===== src/rtl/core/agcb_pkg.sv =====
// Package for the grid cell binning core: payload types, grid constants and the control store.
package agcb_pkg;

  localparam int unsigned GRID_X = 4;
  localparam int unsigned GRID_Y = 4;
  localparam int unsigned GRID_Z = 4;

  localparam int unsigned CFG_IDX_W = 3;
  localparam int unsigned CFG_DATA_W = 32;
  localparam int unsigned SIZE_W = 31;
  localparam logic [SIZE_W-1:0] SIZE_RESET = 31'd65536000;

  localparam int unsigned UCODE_LEN = 33;
  localparam int unsigned PC_W = $clog2(UCODE_LEN);

  typedef enum logic [CFG_IDX_W-1:0] {
    CFG_ORIGIN_X    = 3'd0,
    CFG_ORIGIN_Y    = 3'd1,
    CFG_ORIGIN_Z    = 3'd2,
    CFG_CELL_SIZE_X = 3'd3,
    CFG_CELL_SIZE_Y = 3'd4,
    CFG_CELL_SIZE_Z = 3'd5
  } cfg_idx_e;

  typedef struct packed {
    logic signed [31:0] box_min_x;
    logic signed [31:0] box_min_y;
    logic signed [31:0] box_min_z;
    logic signed [31:0] box_max_x;
    logic signed [31:0] box_max_y;
    logic signed [31:0] box_max_z;
  } box_t;

  typedef struct packed {
    logic [5:0] cell_index;
    logic [1:0] cell_x;
    logic [1:0] cell_y;
    logic [1:0] cell_z;
    logic       last_cell;
  } cell_t;

  typedef enum logic [1:0] {
    AX_X = 2'd0,
    AX_Y = 2'd1,
    AX_Z = 2'd2
  } axis_e;

  // Quotient bit produced by one divider step; the top step only flags saturation.
  typedef enum logic [1:0] {
    DIV_SAT = 2'd0,
    DIV_B1  = 2'd1,
    DIV_B0  = 2'd2
  } div_bit_e;

  typedef enum logic [2:0] {
    OP_WAIT  = 3'd0,
    OP_LOAD  = 3'd1,
    OP_DIV   = 3'd2,
    OP_STORE = 3'd3,
    OP_CHECK = 3'd4,
    OP_EMIT  = 3'd5
  } op_e;

  typedef struct packed {
    op_e             op;
    axis_e           axis;
    logic            hi;
    div_bit_e        dbit;
    logic [PC_W-1:0] target;
  } ucode_t;

  typedef struct packed {
    logic     load;
    logic     step;
    div_bit_e dbit;
  } div_ctrl_t;

  // Clamp class of one truncated quotient: negative, saturated at four or above, or q.
  typedef struct packed {
    logic       neg;
    logic       sat;
    logic [1:0] q;
  } div_res_t;

  function automatic ucode_t uw(op_e op, axis_e axis, logic hi, div_bit_e dbit);
    ucode_t w;
    w.op     = op;
    w.axis   = axis;
    w.hi     = hi;
    w.dbit   = dbit;
    w.target = '0;
    return w;
  endfunction

  function automatic ucode_t ucode_rom(logic [PC_W-1:0] pc);
    ucode_t w;
    w = uw(OP_WAIT, AX_X, 1'b0, DIV_SAT);
    unique case (pc)
      6'd0:  w = uw(OP_WAIT,  AX_X, 1'b0, DIV_SAT);
      6'd1:  w = uw(OP_LOAD,  AX_X, 1'b0, DIV_SAT);
      6'd2:  w = uw(OP_DIV,   AX_X, 1'b0, DIV_SAT);
      6'd3:  w = uw(OP_DIV,   AX_X, 1'b0, DIV_B1);
      6'd4:  w = uw(OP_DIV,   AX_X, 1'b0, DIV_B0);
      6'd5:  w = uw(OP_STORE, AX_X, 1'b0, DIV_SAT);
      6'd6:  w = uw(OP_LOAD,  AX_X, 1'b1, DIV_SAT);
      6'd7:  w = uw(OP_DIV,   AX_X, 1'b1, DIV_SAT);
      6'd8:  w = uw(OP_DIV,   AX_X, 1'b1, DIV_B1);
      6'd9:  w = uw(OP_DIV,   AX_X, 1'b1, DIV_B0);
      6'd10: w = uw(OP_STORE, AX_X, 1'b1, DIV_SAT);
      6'd11: w = uw(OP_LOAD,  AX_Y, 1'b0, DIV_SAT);
      6'd12: w = uw(OP_DIV,   AX_Y, 1'b0, DIV_SAT);
      6'd13: w = uw(OP_DIV,   AX_Y, 1'b0, DIV_B1);
      6'd14: w = uw(OP_DIV,   AX_Y, 1'b0, DIV_B0);
      6'd15: w = uw(OP_STORE, AX_Y, 1'b0, DIV_SAT);
      6'd16: w = uw(OP_LOAD,  AX_Y, 1'b1, DIV_SAT);
      6'd17: w = uw(OP_DIV,   AX_Y, 1'b1, DIV_SAT);
      6'd18: w = uw(OP_DIV,   AX_Y, 1'b1, DIV_B1);
      6'd19: w = uw(OP_DIV,   AX_Y, 1'b1, DIV_B0);
      6'd20: w = uw(OP_STORE, AX_Y, 1'b1, DIV_SAT);
      6'd21: w = uw(OP_LOAD,  AX_Z, 1'b0, DIV_SAT);
      6'd22: w = uw(OP_DIV,   AX_Z, 1'b0, DIV_SAT);
      6'd23: w = uw(OP_DIV,   AX_Z, 1'b0, DIV_B1);
      6'd24: w = uw(OP_DIV,   AX_Z, 1'b0, DIV_B0);
      6'd25: w = uw(OP_STORE, AX_Z, 1'b0, DIV_SAT);
      6'd26: w = uw(OP_LOAD,  AX_Z, 1'b1, DIV_SAT);
      6'd27: w = uw(OP_DIV,   AX_Z, 1'b1, DIV_SAT);
      6'd28: w = uw(OP_DIV,   AX_Z, 1'b1, DIV_B1);
      6'd29: w = uw(OP_DIV,   AX_Z, 1'b1, DIV_B0);
      6'd30: w = uw(OP_STORE, AX_Z, 1'b1, DIV_SAT);
      6'd31: w = uw(OP_CHECK, AX_X, 1'b0, DIV_SAT);
      6'd32: w = uw(OP_EMIT,  AX_X, 1'b0, DIV_SAT);
      default: w = uw(OP_WAIT, AX_X, 1'b0, DIV_SAT);
    endcase
    return w;
  endfunction

  // Upper index: clamp to the grid limit.
  function automatic logic [1:0] clamp_hi(div_res_t r, logic [1:0] lim);
    return (r.sat || (r.q > lim)) ? lim : r.q;
  endfunction

  // Lower index: clamp to the upper index, then to zero.
  function automatic logic [1:0] clamp_lo(div_res_t r, logic [1:0] hi);
    logic [1:0] v;
    v = (r.sat || (r.q > hi)) ? hi : r.q;
    return r.neg ? 2'd0 : v;
  endfunction

endpackage


===== src/rtl/core/agcb_div.sv =====
// Shared restoring divider: magnitude of a corner offset over the cell size, saturating at four.
module agcb_div (
  input  logic                          clk_i,
  input  logic                          rst_ni,
  input  agcb_pkg::div_ctrl_t           ctrl_i,
  input  logic signed [32:0]            diff_i,
  input  logic [agcb_pkg::SIZE_W-1:0]   size_i,
  output agcb_pkg::div_res_t            res_o
);

  logic [32:0] rem_q, rem_d;
  logic        neg_q, neg_d;
  logic        sat_q, sat_d;
  logic [1:0]  quo_q, quo_d;

  logic [agcb_pkg::SIZE_W-1:0] size_eff;
  logic [33:0] den;
  logic [33:0] diff_rem;
  logic        ge;

  assign size_eff = (size_i == '0) ? agcb_pkg::SIZE_W'(1) : size_i;

  always_comb begin
    unique case (ctrl_i.dbit)
      agcb_pkg::DIV_SAT: den = {1'b0, size_eff, 2'b00};
      agcb_pkg::DIV_B1:  den = {2'b00, size_eff, 1'b0};
      agcb_pkg::DIV_B0:  den = {3'b000, size_eff};
      default:           den = {3'b000, size_eff};
    endcase
  end

  assign diff_rem = {1'b0, rem_q} - den;
  assign ge = ({1'b0, rem_q} >= den);

  always_comb begin
    rem_d = rem_q;
    neg_d = neg_q;
    sat_d = sat_q;
    quo_d = quo_q;
    if (ctrl_i.load) begin
      neg_d = diff_i[32];
      rem_d = diff_i[32] ? 33'(-diff_i) : 33'(diff_i);
      sat_d = 1'b0;
      quo_d = 2'd0;
    end else if (ctrl_i.step && ge) begin
      rem_d = diff_rem[32:0];
      unique case (ctrl_i.dbit)
        agcb_pkg::DIV_SAT: sat_d = 1'b1;
        agcb_pkg::DIV_B1:  quo_d[1] = 1'b1;
        agcb_pkg::DIV_B0:  quo_d[0] = 1'b1;
        default:           sat_d = sat_q;
      endcase
    end
  end

  always_ff @(posedge clk_i or negedge rst_ni) begin
    if (!rst_ni) begin
      neg_q <= 1'b0;
      sat_q <= 1'b0;
      quo_q <= 2'd0;
    end else begin
      neg_q <= neg_d;
      sat_q <= sat_d;
      quo_q <= quo_d;
    end
  end

  always_ff @(posedge clk_i) begin
    rem_q <= rem_d;
  end

  // Truncation toward zero: a negative offset smaller than one cell gives index zero.
  assign res_o.neg = neg_q && (sat_q || (quo_q != 2'd0));
  assign res_o.sat = sat_q;
  assign res_o.q   = quo_q;

endmodule


===== src/rtl/core/aabb_grid_cell_binning_core.sv =====
// Top level of the grid cell binning core: control store sequencer, registers and cell walk.
//
// Bins one axis-aligned box (signed Q16.16 corners) into a 4x4x4 uniform grid and emits the
// flat index and coordinates of every covered cell, z outermost and x innermost, with
// last_cell set on the final one; a box whose upper index is below the grid on any axis
// gives no beats. Setup runs on the single shared divider, which a 33-step control program
// drives through six five-step divisions (load, three quotient steps, store) plus a range
// check; then one covered cell per cycle (1 to 64 cells) while the output is not stalled; the
// next box is taken once the last cell is in the output register. A cell size of zero acts as
// one LSB.
module aabb_grid_cell_binning_core (
  input  logic                                clk_i,
  input  logic                                rst_ni,
  input  logic                                in_valid_i,
  output logic                                in_stall_o,
  input  agcb_pkg::box_t                      in_data_i,
  output logic                                out_valid_o,
  input  logic                                out_stall_i,
  output agcb_pkg::cell_t                     out_data_o,
  input  logic                                cfg_we_i,
  input  logic [agcb_pkg::CFG_IDX_W-1:0]      cfg_idx_i,
  input  logic [agcb_pkg::CFG_DATA_W-1:0]     cfg_data_i
);

  localparam logic [1:0] LIM_X = 2'(agcb_pkg::GRID_X - 1);
  localparam logic [1:0] LIM_Y = 2'(agcb_pkg::GRID_Y - 1);
  localparam logic [1:0] LIM_Z = 2'(agcb_pkg::GRID_Z - 1);

  logic signed [31:0]          origin_q [3];
  logic [agcb_pkg::SIZE_W-1:0] size_q [3];
  agcb_pkg::box_t              box_q;
  agcb_pkg::div_res_t          res_lo_q [3];
  agcb_pkg::div_res_t          res_hi_q [3];

  logic [agcb_pkg::PC_W-1:0]   pc_q, pc_d;
  logic [1:0]                  cx_q, cx_d, cy_q, cy_d, cz_q, cz_d;
  logic                        out_valid_q, out_valid_d;
  agcb_pkg::cell_t             out_q, out_d;

  agcb_pkg::ucode_t            uw;
  agcb_pkg::div_ctrl_t         div_ctrl;
  agcb_pkg::div_res_t          div_res;
  logic [1:0]                  ax_idx;
  logic signed [31:0]          corner;
  logic signed [32:0]          diff;
  logic [1:0]                  hx, hy, hz, lx, ly, lz;
  logic                        empty;
  logic                        last;
  logic                        out_free;
  logic                        in_accept;

  assign uw = agcb_pkg::ucode_rom(pc_q);
  assign ax_idx = uw.axis;

  always_comb begin
    unique case (uw.axis)
      agcb_pkg::AX_X: corner = uw.hi ? box_q.box_max_x : box_q.box_min_x;
      agcb_pkg::AX_Y: corner = uw.hi ? box_q.box_max_y : box_q.box_min_y;
      agcb_pkg::AX_Z: corner = uw.hi ? box_q.box_max_z : box_q.box_min_z;
      default:        corner = box_q.box_min_x;
    endcase
  end

  assign diff = {corner[31], corner} - {origin_q[ax_idx][31], origin_q[ax_idx]};

  assign div_ctrl.load = (uw.op == agcb_pkg::OP_LOAD);
  assign div_ctrl.step = (uw.op == agcb_pkg::OP_DIV);
  assign div_ctrl.dbit = uw.dbit;

  agcb_div u_div (
    .clk_i  (clk_i),
    .rst_ni (rst_ni),
    .ctrl_i (div_ctrl),
    .diff_i (diff),
    .size_i (size_q[ax_idx]),
    .res_o  (div_res)
  );

  assign hx = agcb_pkg::clamp_hi(res_hi_q[0], LIM_X);
  assign hy = agcb_pkg::clamp_hi(res_hi_q[1], LIM_Y);
  assign hz = agcb_pkg::clamp_hi(res_hi_q[2], LIM_Z);
  assign lx = agcb_pkg::clamp_lo(res_lo_q[0], hx);
  assign ly = agcb_pkg::clamp_lo(res_lo_q[1], hy);
  assign lz = agcb_pkg::clamp_lo(res_lo_q[2], hz);
  assign empty = res_hi_q[0].neg || res_hi_q[1].neg || res_hi_q[2].neg;

  assign last = (cx_q == hx) && (cy_q == hy) && (cz_q == hz);
  assign out_free = !out_valid_q || !out_stall_i;
  assign in_accept = (uw.op == agcb_pkg::OP_WAIT) && in_valid_i;

  always_comb begin
    pc_d = pc_q;
    cx_d = cx_q;
    cy_d = cy_q;
    cz_d = cz_q;
    out_d = out_q;
    out_valid_d = out_valid_q && out_stall_i;
    unique case (uw.op)
      agcb_pkg::OP_WAIT: begin
        if (in_valid_i) pc_d = pc_q + 1'b1;
      end
      agcb_pkg::OP_CHECK: begin
        cx_d = lx;
        cy_d = ly;
        cz_d = lz;
        pc_d = empty ? uw.target : pc_q + 1'b1;
      end
      agcb_pkg::OP_EMIT: begin
        if (out_free) begin
          out_valid_d = 1'b1;
          out_d.cell_index = 6'(cz_q) * 6'(agcb_pkg::GRID_X * agcb_pkg::GRID_Y)
                           + 6'(cy_q) * 6'(agcb_pkg::GRID_X) + 6'(cx_q);
          out_d.cell_x = cx_q;
          out_d.cell_y = cy_q;
          out_d.cell_z = cz_q;
          out_d.last_cell = last;
          if (last) begin
            pc_d = uw.target;
          end else if (cx_q != hx) begin
            cx_d = cx_q + 1'b1;
          end else begin
            cx_d = lx;
            if (cy_q != hy) begin
              cy_d = cy_q + 1'b1;
            end else begin
              cy_d = ly;
              cz_d = cz_q + 1'b1;
            end
          end
        end
      end
      default: pc_d = pc_q + 1'b1;
    endcase
  end

  always_ff @(posedge clk_i or negedge rst_ni) begin
    if (!rst_ni) begin
      pc_q <= '0;
      out_valid_q <= 1'b0;
      for (int i = 0; i < 3; i++) begin
        origin_q[i] <= '0;
        size_q[i] <= agcb_pkg::SIZE_RESET;
      end
    end else begin
      pc_q <= pc_d;
      out_valid_q <= out_valid_d;
      if (cfg_we_i) begin
        unique case (cfg_idx_i)
          agcb_pkg::CFG_ORIGIN_X:    origin_q[0] <= cfg_data_i;
          agcb_pkg::CFG_ORIGIN_Y:    origin_q[1] <= cfg_data_i;
          agcb_pkg::CFG_ORIGIN_Z:    origin_q[2] <= cfg_data_i;
          agcb_pkg::CFG_CELL_SIZE_X: size_q[0] <= cfg_data_i[agcb_pkg::SIZE_W-1:0];
          agcb_pkg::CFG_CELL_SIZE_Y: size_q[1] <= cfg_data_i[agcb_pkg::SIZE_W-1:0];
          agcb_pkg::CFG_CELL_SIZE_Z: size_q[2] <= cfg_data_i[agcb_pkg::SIZE_W-1:0];
          default: ;
        endcase
      end
    end
  end

  always_ff @(posedge clk_i) begin
    cx_q <= cx_d;
    cy_q <= cy_d;
    cz_q <= cz_d;
    out_q <= out_d;
    if (in_accept) box_q <= in_data_i;
    if (uw.op == agcb_pkg::OP_STORE) begin
      if (uw.hi) res_hi_q[ax_idx] <= div_res;
      else       res_lo_q[ax_idx] <= div_res;
    end
  end

  assign in_stall_o  = (uw.op != agcb_pkg::OP_WAIT);
  assign out_valid_o = out_valid_q;
  assign out_data_o  = out_q;

endmodule

===== config.mk =====
export PLATFORM = sky130hd
export DESIGN_NAME = aabb_grid_cell_binning_core
export DESIGN_NICKNAME = d
export VERILOG_FILES = /design/src/rtl/core/agcb_pkg.sv /design/src/rtl/core/agcb_div.sv /design/src/rtl/core/aabb_grid_cell_binning_core.sv
export SDC_FILE = /design/constraint.sdc
export NUM_CORES = 1
export LEC_CHECK = 0
export ABC_AREA = 1
export BUFFER_PORTS_ARGS = -buffer_cell sky130_fd_sc_hd__buf_2
export CORE_ASPECT_RATIO = 0.5
export CORE_UTILIZATION = 60
export DETAILED_ROUTE_END_ITERATION = 10
export PLACE_DENSITY = 0.8
export SYNTH_ARGS = -nofsm -noshare
export SYNTH_HDL_FRONTEND = slang
export SYNTH_HIERARCHICAL = 1
export SYNTH_SLANG_ARGS = --single-unit

===== constraint.sdc =====
create_clock -name clk_i -period 13.2 [get_ports clk_i]
set_input_delay 2.64 -clock clk_i [delete_from_list [all_inputs] [get_ports clk_i]]
set_output_delay 2.64 -clock clk_i [all_outputs]
set_load 0.1 [all_outputs]

==> impl_metrics.tcl <==
set metrics [dict create \
    run_status "finished, final reports clean" \
    tns_ns 0 \
    hold_depth 2 \
    final_common_cell "nand2_1" \
    drive_gt1_frac 0.1251 \
    hold_path_class "register to register" \
    ys_types 51 \
    grt_max_degree 125 \
    holdWs_ns 0.4854 \
    area_growth_pct 11.96 \
    rr_endpoint "u_div/rem_q[17]" \
    r2r_start "pc_q[0]" \
    postRouteAntennaNets 0 \
    layout_common_cells "nand2_1, o21ai_0, edfxtp_1" \
    track_usage 0.3455 \
    cts_buffers 42 \
    fin_util 0.6857 \
    worst_pin_slew_ns 1.185 \
    fin_nets 3490 \
    clock-root-buffer "clkbuf_16" \
    hold_viol 0 \
    ff2ff_setup_slack_ns 6.38 \
    setup_viol 0 \
    cp.arrival_ns 7.13 \
    postCtsHoldBufs 0 \
    place_area_sq_um 26520 \
    die_x_um 290.4 \
    syn_nets 3296 \
    critPathMaxFanout 52 \
    holdPathEnd "size_q[31]" \
    io_pins 247 \
    synth_cells 2977 \
    startpoint_type "register" \
    grt_setup_unrepaired "no" \
    io_buffers 246 \
    start_util 0.6125 \
    reg2reg_depth 30 \
    critPathSlowestCell "nor2_4" \
    grt-ovfl-total 0 \
    cts_tree "yes" \
    clock-sinks 462 \
    fin_crit_ns 6.819 \
    clockBufferDepth 3 \
    synth-main-ff-cell "edfxtp_1" \
    maxSlewViolCount 0 \
    cts_setup_buffers 0 \
    period_share 0.5166 \
    skew_ns 0.02672 \
    gp_congestion 0.9943 \
    rows 52 \
    yosysSeqAreaShare 0.5169 \
    worstSetupPathType "register to register" \
    cts_resized 0 \
    dpl.hpwl_mm 53.83 \
    antenna_found_initial 5 \
    path_clk_slew_ns 0.07 \
    htree_levels 2 \
    final_cell_area_sq_um 27930 \
    worst_path_largest_cell_delay_ns 0.79 \
    crit_top_cell "nand2_1" \
    synth-async-reset-ratio 0.4329 \
    cp.required_ns 13.51 \
    via_per_inst 5.885 \
    synth-edff-count 262 \
    core_sq_um 40730 \
    slew_headroom 0.2075 \
    maxCapViolations 0 \
    first_pass_iters 6 \
    routedWlPerCell_um 19.67 \
    die_h_um 146.2 \
    drcViolationCount 0 \
    wl_mm 73.76 \
    insertion_delay_ns 0.59 \
    ys_warn_count 6 \
    grt_pass1_wl_mm 113.5 \
    syn-cell-area_sq_um 24950 \
    syn_area_per_cell_sq_um 8.380 \
    hp-start "size_q[31]" \
    via_count 22063 \
    ys_ff_latch 462 \
    die_area_sq_um 42450 \
    grt_pass1_vias 20246 \
    end_kind "register" \
    max_clock_freq_mhz 146.7 \
    first_iter_violations 2816 \
]
-- synthesized netlist by cell type (7+ instances only) --
cell type  number  area [sq um]
a21oi_1       131         655.6
buf_1           8         30.03
buf_2          22         110.1
buf_4          17         127.6
clkbuf_1       68         255.2
dfrtp_1       182          4554
dfstp_2        18         473.0
edfxtp_1      262          7868
ha_1           85          1064
inv_1         214         803.3
inv_2           9         33.78
nand2_1      1022          3836
nand3_1       190         950.9
nand3_2         7         70.07
nand4_1        47         294.0
nor2_1        187         701.9
nor3_1         17         85.08
nor4_1         12         75.07
o21ai_0       275          1376
o21ai_1        12         60.06
o21bai_1       32         240.2
o221ai_1       37         324.1
o22ai_1        24         150.1
xor2_1         23         201.4
-- how the worst max path moves through the flow --
stage                     startpoint               to  slack [ns]
final                        pc_q[0]  u_div/rem_q[17]        6.38
after global routing         pc_q[2]  u_div/rem_q[19]        5.91
after CTS                    pc_q[0]  u_div/rem_q[31]        6.58
after detailed placement     pc_q[0]  u_div/rem_q[31]        6.64
after global placement       pc_q[2]  u_div/rem_q[30]        6.84
after floorplan           in_valid_i         box_q[0]        1.84
-- metrics by stage --
stage | worst slack [ns] | cells
2_1_floorplan | 1.835 | 2977
3_3_place_gp | 6.839 | 3667
3_5_place_dp | 6.642 | 3667
4_1_cts | 6.581 | 3745
5_1_grt | 5.908 | 3749
6_report | 6.381 | 3749
-- area by class of cell --
cell class,instances,area (sq um)
sequential,462,12890
fill,3287,12800
multi-input combinational,2176,10730
timing repair buffer,265,1383
clock buffer,58,1231
inverter,224,840.8
tap,540,675.6
clock inverter,20,163.9
antenna,4,10.01
-- cell families after synthesis --
logic type | Yosys count | synth area share
XOR/XNOR | 29 | 0.01018
AO/OA/AOI/OAI | 543 | 0.1224
adder cells (fa/ha/maj) | 87 | 0.04424
flip-flops | 462 | 0.5169
AND/OR/NAND/NOR | 1517 | 0.2516
buffers and inverters | 339 | 0.05467
-- critical path, delay by kind of cell, from the launching register on --
| family | cells | cell delay, ns |
|---|---|---|
| and+or+nand+nor | 18 | 2.64 |
| adders and majority gates | 4 | 0.96 |
| xor gates and xnor gates | 1 | 0.49 |
| AOI/OAI and AO/OA | 2 | 0.55 |
| DFF | 1 | 0.45 |
| buffers and inverters | 5 | 1.39 |
-- state kept, by name, summed over array words and instances, names as in the netlist --
signal and flops:
u_div/neg_q 1, size_q 93, u_div/sat_q 1, u_div/rem_q 33, cx_q 2, res_hi_q 12
u_div/quo_q 2, origin_q 96, out_valid_o 1, out_data_o 7, pc_q 6, cz_q 2
res_lo_q 12, box_q 192, cy_q 2
-- per-layer routing --
layer,GRT usage,wire [um]
met5,0,0
met4,0.06862,1264
met3,0.08921,8337
met2,0.5061,31450
met1,0.5199,32700
Power is not shown: default switching activity piles up to over one toggle a cycle in this logic, so the estimate is an artifact.
